**src/rtl/core/tacho_averaged_pid_motor_drive_defines.svh**
```systemverilog
// Assertion macros shared by the drive's RTL files.
`ifndef TACHO_AVERAGED_PID_MOTOR_DRIVE_DEFINES_SVH
`define TACHO_AVERAGED_PID_MOTOR_DRIVE_DEFINES_SVH
// Assert an implication on every clock edge outside reset.
`define TAPD_ASSERT_IMP(lbl, clk, rstn, a, c, msg) \
    lbl: assert property (@(posedge clk) disable iff (!rstn) (a) |-> (c)) else $error(msg);
// Assert an implication whose consequent is checked in the cycle after the antecedent.
`define TAPD_ASSERT_NEXT(lbl, clk, rstn, a, c, msg) \
    lbl: assert property (@(posedge clk) disable iff (!rstn) (a) |=> (c)) else $error(msg);
`endif

```
**src/rtl/core/tapd_pkg.sv**
```systemverilog
// Package: shared types and constants of the tacho PID drive.
package tapd_pkg;
    localparam int unsigned STALE_US = 10000;
    localparam logic [25:0] US_PER_MIN = 26'd60000000;
    localparam int unsigned MS_PER_S = 1000;

    typedef enum logic [2:0] {
        REG_KP = 3'd0, REG_KI = 3'd1, REG_KD = 3'd2, REG_PERIOD = 3'd3,
        REG_MIN = 3'd4, REG_MAX = 3'd5, REG_PPR = 3'd6, REG_SWAP = 3'd7
    } reg_idx_t;

    // Request and status between the sequencer and the divider.
    typedef struct packed {
        logic        start;
        logic [63:0] dividend;
        logic [63:0] divisor;
    } div_req_t;

    typedef struct packed {
        logic        busy;
        logic        done;
        logic [63:0] quotient;
    } div_rsp_t;
endpackage

```
**src/rtl/core/tapd_divider.sv**
```systemverilog
// Bit-serial restoring divider, one quotient bit per cycle, unsigned 64-bit.
`include "tacho_averaged_pid_motor_drive_defines.svh"
module tapd_divider (
    input  logic               aclk,
    input  logic               aresetn,
    input  tapd_pkg::div_req_t req,
    output tapd_pkg::div_rsp_t rsp
);
    logic [63:0] quo_reg, quo_next;
    logic [64:0] rem_reg, rem_next;
    logic [63:0] den_reg, den_next;
    logic [6:0]  cnt_reg, cnt_next;
    logic        busy_reg, busy_next;
    logic        done_reg, done_next;
    logic [64:0] shifted;

    always_comb begin
        quo_next  = quo_reg;
        rem_next  = rem_reg;
        den_next  = den_reg;
        cnt_next  = cnt_reg;
        busy_next = busy_reg;
        done_next = 1'b0;
        shifted   = {rem_reg[63:0], quo_reg[63]};
        if (req.start) begin
            quo_next  = req.dividend;
            rem_next  = '0;
            den_next  = req.divisor;
            cnt_next  = 7'd64;
            busy_next = 1'b1;
        end else if (busy_reg) begin
            // shift one dividend bit into the remainder, trial subtract
            if (shifted >= {1'b0, den_reg}) begin
                rem_next = shifted - {1'b0, den_reg};
                quo_next = {quo_reg[62:0], 1'b1};
            end else begin
                rem_next = shifted;
                quo_next = {quo_reg[62:0], 1'b0};
            end
            cnt_next = cnt_reg - 7'd1;
            if (cnt_reg == 7'd1) begin
                busy_next = 1'b0;
                done_next = 1'b1;
            end
        end
    end

    always_ff @(posedge aclk) begin
        if (!aresetn) begin
            busy_reg <= 1'b0;
            done_reg <= 1'b0;
            cnt_reg  <= '0;
        end else begin
            busy_reg <= busy_next;
            done_reg <= done_next;
            cnt_reg  <= cnt_next;
        end
        quo_reg <= quo_next;
        rem_reg <= rem_next;
        den_reg <= den_next;
    end

    assign rsp.busy     = busy_reg;
    assign rsp.done     = done_reg;
    assign rsp.quotient = quo_reg;

    `TAPD_ASSERT_NEXT(a_div_done_once, aclk, aresetn, done_reg, !done_reg, "divider done held")
    `TAPD_ASSERT_IMP(a_div_cnt_idle, aclk, aresetn, !busy_reg, cnt_reg == 7'd0, "count left")
    `TAPD_ASSERT_NEXT(a_div_start, aclk, aresetn, req.start, busy_reg, "start not taken")
endmodule

```
**config.mk**
```make
export PLATFORM = sky130hd
export DESIGN_NAME = tapd_divider
export DESIGN_NICKNAME = d
export VERILOG_FILES = /design/src/rtl/core/tapd_pkg.sv /design/src/rtl/core/tapd_divider.sv
export VERILOG_INCLUDE_DIRS = /design/src /design/src/rtl/core
export SDC_FILE = /design/constraint.sdc
export NUM_CORES = 1
export LEC_CHECK = 0
export BUFFER_PORTS_ARGS = -buffer_cell sky130_fd_sc_hd__buf_2
export CORE_ASPECT_RATIO = 1.4
export CORE_UTILIZATION = 47
export CTS_CLUSTER_DIAMETER = 80
export CTS_CLUSTER_SIZE = 30
export DETAILED_ROUTE_END_ITERATION = 10
export GPL_ROUTABILITY_DRIVEN = 0
export MAX_ROUTING_LAYER = met4
export PLACE_DENSITY = 0.72
export SYNTH_ARGS = -nofsm -noshare
export SYNTH_HDL_FRONTEND = slang
export SYNTH_SLANG_ARGS = --single-unit
```
**constraint.sdc**
```tcl
create_clock -name aclk -period 3.7 [get_ports aclk]
set_clock_uncertainty 0.05 [all_clocks]
set_input_delay 0.555 -clock aclk [delete_from_list [all_inputs] [get_ports aclk]]
set_output_delay 0.555 -clock aclk [all_outputs]
set_load 0.01 [all_outputs]
```
Word level (Yosys, flattened, before mapping):

Index checks and enable logic that the tools add are counted.

* register bits: 201
* bits of input ports: 131
* output and inout bits: 66
* logic and storage cells: 26

* add/subtract/negate cells: 2
* magnitude comparators: 1
* eq/ne operators: 1
* multiplexer cells: 10
* bitwise gates (word level): 2
* reduce and logical (&&, ||, !) cells: 3

Operator list (count)
* 64-bit 2-to-1 mux: 3
* 65-bit by 64-bit >= comparator with 1-bit output: 1
* 64-bit subtractor: 1
* 7-bit 2-to-1 mux: 2
* 7-bit by 1-bit == test with 1-bit output (second input constant): 1
* 7-bit by 1-bit subtractor with 7-bit output (second input constant): 1
* 1-bit 2-to-1 mux: 5
* 3-bit OR reduction: 1
* 1-bit NOT: 2
* 2-bit nonzero test: 1
* 2-bit OR reduction: 1

Logic depth before layout (Yosys ltp):

Gate-level depths: netlist (run 1).

* depth in word-level cells: 4
* mapped depth: 15
* mapped depth without buffers: 13

Worst setup path before layout (run 1):

Ideal clock, no wire load.

* kind: flip-flop to flip-flop
* start point: reg quo_reg[63]
* end point: reg rem_reg[62]
* library setup time: 0.079 ns
* data arrival time: 2.866 ns
* path slack: 0.705 ns
* stages on the path, launching flop included: 14
* path buffers: 0
* clock period less this slack: 2.995 ns
* path through: edfxtp_1 > inv_1 > ha_1 > fa_1 > nor2b_1 > o21bai_1 > and4_1 > o41ai_2 > a21oi_2 > o21ai_2 > a311o_2 > nand4_1 > mux2_1 > a22oi_1

* word-level cells in the longest chain between the ends: 2
* elaborated cells between the ends (all ways): 3
* those cells by class: add/sub: 1; order compare: 1; mux: 1

RTL lines
* start: declaration: line tapd_divider.sv:9 `logic [63:0] quo_reg, quo_next;`
* start signal: assignment: line tapd_divider.sv:58 `quo_reg <= quo_next;`
* 64-bit subtractor or 65-bit by 64-bit >= comparator with 1-bit output (tied branches): line tapd_divider.sv:34, tapd_divider.sv:33
* 64-bit 2-to-1 mux *: line tapd_divider.sv:33 `if (shifted >= {1'b0, den_reg}) begin`
* end signal: assignment: line tapd_divider.sv:59 `rem_reg <= rem_next;`
* end: declaration: line tapd_divider.sv:10 `logic [64:0] rem_reg, rem_next;`

Mark *: on every way between the ends. The rest lies on a longest branch, timed or not.
A chain may end at the register's enable or synchronous reset.

Final worst setup path (run 1):

* start point: reg den_reg[8]
* end point: reg rem_reg[63]

* word-level cells in the longest chain between the ends: 2
* elaborated cells between the ends (all ways): 3
* those cells by class: add/sub: 1; order compare: 1; mux: 1

RTL lines
* start: declaration: line tapd_divider.sv:11 `logic [63:0] den_reg, den_next;`
* start signal: assignment: line tapd_divider.sv:60 `den_reg <= den_next;`
* 64-bit subtractor or 65-bit by 64-bit >= comparator with 1-bit output (tied branches): line tapd_divider.sv:34, tapd_divider.sv:33
* 64-bit 2-to-1 mux *: line tapd_divider.sv:33

Marks and branches as above.

==> results of run 1 <==
worst max-delay path, cell delays in order, from the launching register on:
cell,delay (ns)
edfxtp_1,0.34
inv_1,0.05
ha_1,0.39
nand2_1,0.08
o21ai_1,0.37
a221o_1,0.23
a21oi_1,0.09
o31ai_2,0.47
a21bo_4,0.22
o221ai_4,0.13
nor4_2,0.34
mux2_4,0.34
a211oi_2,0.21
through the flow:
step | cells | utilization | total power (uW)
global placement | 1692 | 0.522 | 4160
global route | 1713 | 0.538 | 5920
finish | 1713 | 0.538 | 5640
floorplan | 1237 | - | 3760
CTS | 1712 | 0.538 | 5690
detailed placement | 1692 | 0.522 | 4180
cells in the final DEF, fill, tap and decap left out, types with 8 or more instances in the layout:
| cell | instances |
|---|---|
| nand4_1 | 27 |
| o21bai_1 | 15 |
| nor2b_1 | 9 |
| mux2_2 | 66 |
| mux2i_1 | 17 |
| a21oi_1 | 113 |
| a21o_1 | 26 |
| nor3_1 | 23 |
| buf_2 | 195 |
| ha_1 | 66 |
| dfxtp_1 | 72 |
| xnor2_1 | 33 |
| xor2_1 | 22 |
| o21ai_0 | 42 |
| clkbuf_16 | 13 |
| nor2_1 | 143 |
| inv_1 | 87 |
| o21a_1 | 13 |
| edfxtp_1 | 128 |
| buf_4 | 8 |
| nand3_1 | 14 |
| a211oi_1 | 54 |
| nand2b_1 | 12 |
| nand2_1 | 69 |
cell type report:
cell class / instances / area [sq um] / share of cell area
Clock inverter: 6 / 70.1 / 0.00515
Inverter: 88 / 330 / 0.0243
Multi-Input combinational cell: 878 / 6080 / 0.447
Tap cell: 319 / 399 / 0.0293
Clock buffer: 14 / 329 / 0.0242
Timing Repair Buffer: 206 / 1090 / 0.0799
Sequential cell: 201 / 5310 / 0.390
Antenna cell: 1 / 2.50 / 0.000184
kinds of logic (layout without fill, tap and decap cells):
logic type,after synthesis,after routing,share of synthesized area
AO/OA/AOI/OAI,339,339,0.189
buffers and inverters,158,314,0.0545
flip-flops,201,201,0.440
multiplexers,85,85,0.0780
AND/OR/NAND/NOR,332,332,0.128
other,0,1,0
adder cells (fa/ha/maj),67,67,0.0702
XOR/XNOR,55,55,0.0400
metal layers:
metal / vias up / GRT usage / wire length (microns)
met5: - / - / 0
met4: 0 / 0.0997 / 1210
met3: 78 / 0.0438 / 1990
met2: 367 / 0.411 / 14700
met1: 4596 / 0.263 / 12100
li1: 4786 / - / -
power groups by stage:
stage          Sequential, uW  Combinational (uW)  Clock, uW
2_1_floorplan            2770                 996          0
3_3_place_gp             2750                1410          0
3_5_place_dp             2760                1430          0
4_1_cts                  2710                1430       1540
5_1_grt                  2730                1590       1600
6_report                 2710                1440       1490
final timing paths:
check / slack (ns) / cells past startpoint / endpoint / start
setup / recovery: 0.30 / 12 / rem_reg[63] / den_reg[8]
hold / removal: 0.18 / 1 / den_reg[9] / req[9]
setup reg to reg: 0.30 / 12 / rem_reg[63] / den_reg[8]
hold reg to reg: 0.44 / 2 / rem_reg[48] / rem_reg[48]
==> impl_results.md, run 1 <==
- Status: finished clean
- Ys Warns: 0
- Root Driver: clkbuf_16
- Slew headroom: 0.204
- Fraction of power consumed by sequential logic: 0.480
- Clk buf depth: 3
- Via count: 9827
- Die Ht: 191 microns
- Number of max-cap violations: 0
- Clk Latency, worst-skew pair: 0.49 ns
- Leak: 0.00582 uW
- Final hold violation count: 0
- Share of layout cells above drive strength 1: 0.228
- Worst-Margin Slew: 1.19 ns
- First-pass GRT wire length: 48000 microns
- Global Route Usage Sum: 0.237
- Cell Area, Synth: 12000 sq um
- Hold slack: 0.176 ns
- Core ar.: 25300 sq um
- Area Growth Syn to Fin: 13.0%
- FMAX: 294 MHz
- Per-cell routed wire length: 17.6 microns
- Hold-fix buffers, CTS: 0
- Psw: 1770 uW
- Dpl hpwl: 22600 microns
- Crit Path Max Fanout: 6
- WL final: 30100 microns
- RSZ-0062 raised after global routing: no
- Postcts setup bufs: 0
- Post-synthesis cell count: 1237
- Pwr/cell area: 415 nW/um^2
- Final nets: 1585
- Port-buffer cells: 196
- WP data required: 4.06 ns
- Worst Setup Path Type: reg2reg
- Seq cells post-synth: 201
- # fillers: 2273
- Post-route DRC: 0
- Top-count cell post-synth: nor2_1
- Gr ovfl total: 0
- Number of global-route vias before repair: 9878
- Avg Inst Size Synth: 9.74 sq um
- Setup ws final: 0.298 ns
- Ports: 197
- Starting Density: 0.476
- Clock share of power: 0.264
- Die area: 26300 sq um
- # setup viols final: 0
- Area leader, netlist: edfxtp_1
- CTS tree: yes
- Pin count of the biggest net entering global routing: 122
- FP Rows: 69
- Area contributors post-synth: edfxtp_1 (32%), dfxtp_1 (12%), ha_1 (6.9%)
- Top cells by count, synth: nor2_1 (143), edfxtp_1 (128), a21oi_1 (113)
- Post-synth EDFFs: 128
- Ys async rst share: 0
- Post-synth top area share: 0.319
- Vias/cell: 5.74
- CTS resizes: 0
- Initial antenna violation count: 1
- Synth Net Count: 1435
- Critical Path AT: 3.76 ns
- Logic pwr share: 0.256
- Total CTS buffers: 12
- Main synth FF type: edfxtp_1
- Period minus WS final: 3.40 ns
- Setup TNS: 0 ns
- Fin. max-slew vios: 0
- Initial drt markers: 629
- H-tree Lvls: 1
- Placed Area: 13200 sq um
- Clk slew on worst S/H paths: 0.11 ns
- Net Sw Frac: 0.314
- Setup slack at placement: 0.375 ns
- Final Cycle Share: 0.920
- Distinct cells, synth: 79
- First-pass DRT Iterations: 6
- CTS sink cnt: 201
- Sequential area share after synthesis: 0.440
- Int Pwr: 3870 uW
- Routed Antenna Nets: 0
- Crit end category: flip-flop
- Worst Setup Start Kind: flip-flop
- Max VDD drop: 0.000461 V
- Chip Width: 137 microns
- HP Class: in2reg
- Final Cell Area: 13600 sq um
Power figures use the tool's default switching activity.
==> run 2, diff against run 1 <==
--- a/config.mk
+++ b/config.mk
@@ -6,15 +6,16 @@
 export SDC_FILE = /design/constraint.sdc
 export NUM_CORES = 1
 export LEC_CHECK = 0
-export BUFFER_PORTS_ARGS = -buffer_cell sky130_fd_sc_hd__buf_2
 export CORE_ASPECT_RATIO = 1.4
 export CORE_UTILIZATION = 47
 export CTS_CLUSTER_DIAMETER = 80
 export CTS_CLUSTER_SIZE = 30
 export DETAILED_ROUTE_END_ITERATION = 10
+export DONT_BUFFER_PORTS = 1
 export GPL_ROUTABILITY_DRIVEN = 0
+export GPL_TIMING_DRIVEN = 0
 export MAX_ROUTING_LAYER = met4
-export PLACE_DENSITY = 0.72
+export PLACE_DENSITY = 0.66
 export SYNTH_ARGS = -nofsm -noshare
 export SYNTH_HDL_FRONTEND = slang
 export SYNTH_SLANG_ARGS = --single-unit
==> run 2 against run 1 <==
Hold slack worse by 0.087 ns. Critical path type unchanged. Flip-flop and latch count did not move. Largest cell class unchanged. Sequential share of layout area up 2.0 points. Combinational power fell by 10%. Setup slack worse by 0.14 ns. Clock-buffer cell count is 1 higher. Sequential power rose by 2%. First-iteration DRC count decreased by 0.95%. Via count fell by 4.5%. Largest power group unchanged. Critical endpoint is now rem_reg[14].
==> impl_results.md, run 2 (synthesis results as in run 1) <==
- Logic pwr share: 0.231
- Global Route Usage Sum: 0.251
- Dpl hpwl: 24500 microns
- Final core occ: 0.511
- Number of global-route vias before repair: 9318
- R2r startpoint: den_reg[1]
- Most common library cell in the layout ignoring fill and taps: nor2_1
- Total CTS buffers: 12
- Critical Path AT: 3.88 ns
- Worst Setup Start Kind: flip-flop
- Net Sw Frac: 0.317
- CTS sink cnt: 201
- Max VDD drop: 0.000614 V
- Worst Setup Path Type: reg2reg
- Worst r2r path cells: 13
- Final nets: 1451
- WP data required: 4.04 ns
- Routed Antenna Nets: 0
- Root Driver: clkbuf_16
- FMAX: 282 MHz
- Number of max-cap violations: 0
- Initial drt markers: 623
- # setup viols final: 0
- Reg2reg end: rem_reg[14]
- Port-buffer cells: 0
- Hold slack: 0.0895 ns
- Clk slew on worst S/H paths: 0.12 ns
- Period minus WS final: 3.54 ns
- Fin. max-slew vios: 0
- Hold Startpoint: req[58]
- CTS tree: yes
- Status: finished clean
- CP max stage delay: 0.50 ns
- Worst setup path startpoint: den_reg[1]
- Die area: 26300 sq um
- Clk buf depth: 3
- Pin count of the biggest net entering global routing: 66
- Post-route DRC: 0
- Gr ovfl total: 0
- Vias/cell: 5.93
- Chip Width: 137 microns
- Per-cell routed wire length: 20.3 microns
- Most frequent cells in the layout: nor2_1 (143), edfxtp_1 (128), a21oi_1 (113)
- CP cell instances: inv_1 > ha_1 > nor2b_1 > o31a_1 > o31ai_2 > o31ai_2 > o21ai_2 > a21oi_4 > a31oi_4 > buf_4 > buf_2 > a21oi_1 > a211oi_1
- Starting Density: 0.476
- Worst-Margin Slew: 0.892 ns
- Clk Latency, worst-skew pair: 0.50 ns
- First-pass GRT wire length: 49500 microns
- Final Cycle Share: 0.958
- Int Pwr: 3800 uW
- Leak: 0.00518 uW
- First-pass DRT Iterations: 7
- Initial antenna violation count: 2
- Setup TNS: 0 ns
- Crit Path Max Fanout: 11
- H-tree Lvls: 1
- Worst setup path endpoint: rem_reg[14]
- Pwr/cell area: 431 nW/um^2
- R2R setup slack: 0.16 ns
- Ports: 197
- Crit-path most repeated cell: o31ai_2
- Hold-fix buffers, CTS: 0
- Core ar.: 25300 sq um
- Share of layout cells above drive strength 1: 0.114
- FP Rows: 69
- Clock share of power: 0.272
- Via count: 9382
- Crit end category: flip-flop
- Final hold violation count: 0
- Slowest CP cell: edfxtp_1
- RSZ-0062 raised after global routing: no
- Fraction of power consumed by sequential logic: 0.498
- Psw: 1770 uW
- Setup slack at placement: -0.0590 ns
- Setup ws final: 0.157 ns
- WL final: 32100 microns
- Area Growth Syn to Fin: 7.34%
- Slew headroom: 0.405
- Die Ht: 191 microns
- HP Class: in2reg
[run 2: layout make-up]
| cell class | instances | area (sq um) |
|---|---|---|
| fill | 2384 | 12400 |
| antenna | 3 | 7.51 |
| sequential | 201 | 5310 |
| clock buffer | 15 | 333 |
| clock inverter | 5 | 65.1 |
| inverter | 88 | 330 |
| timing repair buffer | 2 | 35.0 |
| tap | 319 | 399 |
| multi-input combinational | 878 | 6120 |
| buffer | 70 | 335 |
[run 2: timing repair]
item / in CTS / in global routing
setup endpoints to repair: 14 / 45
resized for setup: 3 / 6
setup buffers: 0 / 1
pin swaps: 0 / 1
[run 2: power groups by stage]
stage                     Clock [uW]  Sequential [uW]  Combinational [uW]
after global routing            1620             2790                1420
after detailed placement           0             2820                1260
after global placement             0             2820                1240
after CTS                       1550             2770                1260
after floorplan                    0             2770                 996
final                           1510             2770                1290
[run 2: metrics by stage]
| step | power (uW) | cell area, sq um | std cells |
|---|---|---|---|
| 6_report | 5570 | 12900 | 1581 |
| 5_1_grt | 5830 | 12900 | 1580 |
| 3_5_place_dp | 4080 | 12500 | 1557 |
| 4_1_cts | 5590 | 12900 | 1577 |
| 3_3_place_gp | 4060 | 12400 | 1556 |
| 2_1_floorplan | 3760 | 12000 | 1237 |
[run 2: worst max-delay path: cells and delay by family, from the launching register on]
kind / cells / cell delay (ns)
flops: 1 / 0.50
buf+inv: 3 / 0.65
simple gates: 1 / 0.15
compound gates: 8 / 1.85
fa+ha+maj: 1 / 0.23
[run 2: routing by layer]
| layer | track usage | part of all wire | vias up |
|---|---|---|---|
| li1 | - | - | 4513 |
| met1 | 0.278 | 0.40 | 4453 |
| met2 | 0.441 | 0.50 | 344 |
| met3 | 0.0414 | 0.056 | 72 |
| met4 | 0.106 | 0.042 | 0 |
| met5 | - | 0 | - |
[run 2: worst min path at each step]
stage	depth (start not counted)	endpoint	slack [ns]
detailed placement	2	rem_reg[48]	0.43
finish	0	den_reg[58]	0.09
global placement	2	rem_reg[48]	0.42
floorplan	2	rem_reg[48]	0.40
CTS	0	den_reg[58]	0.07
global route	0	den_reg[0]	0.07
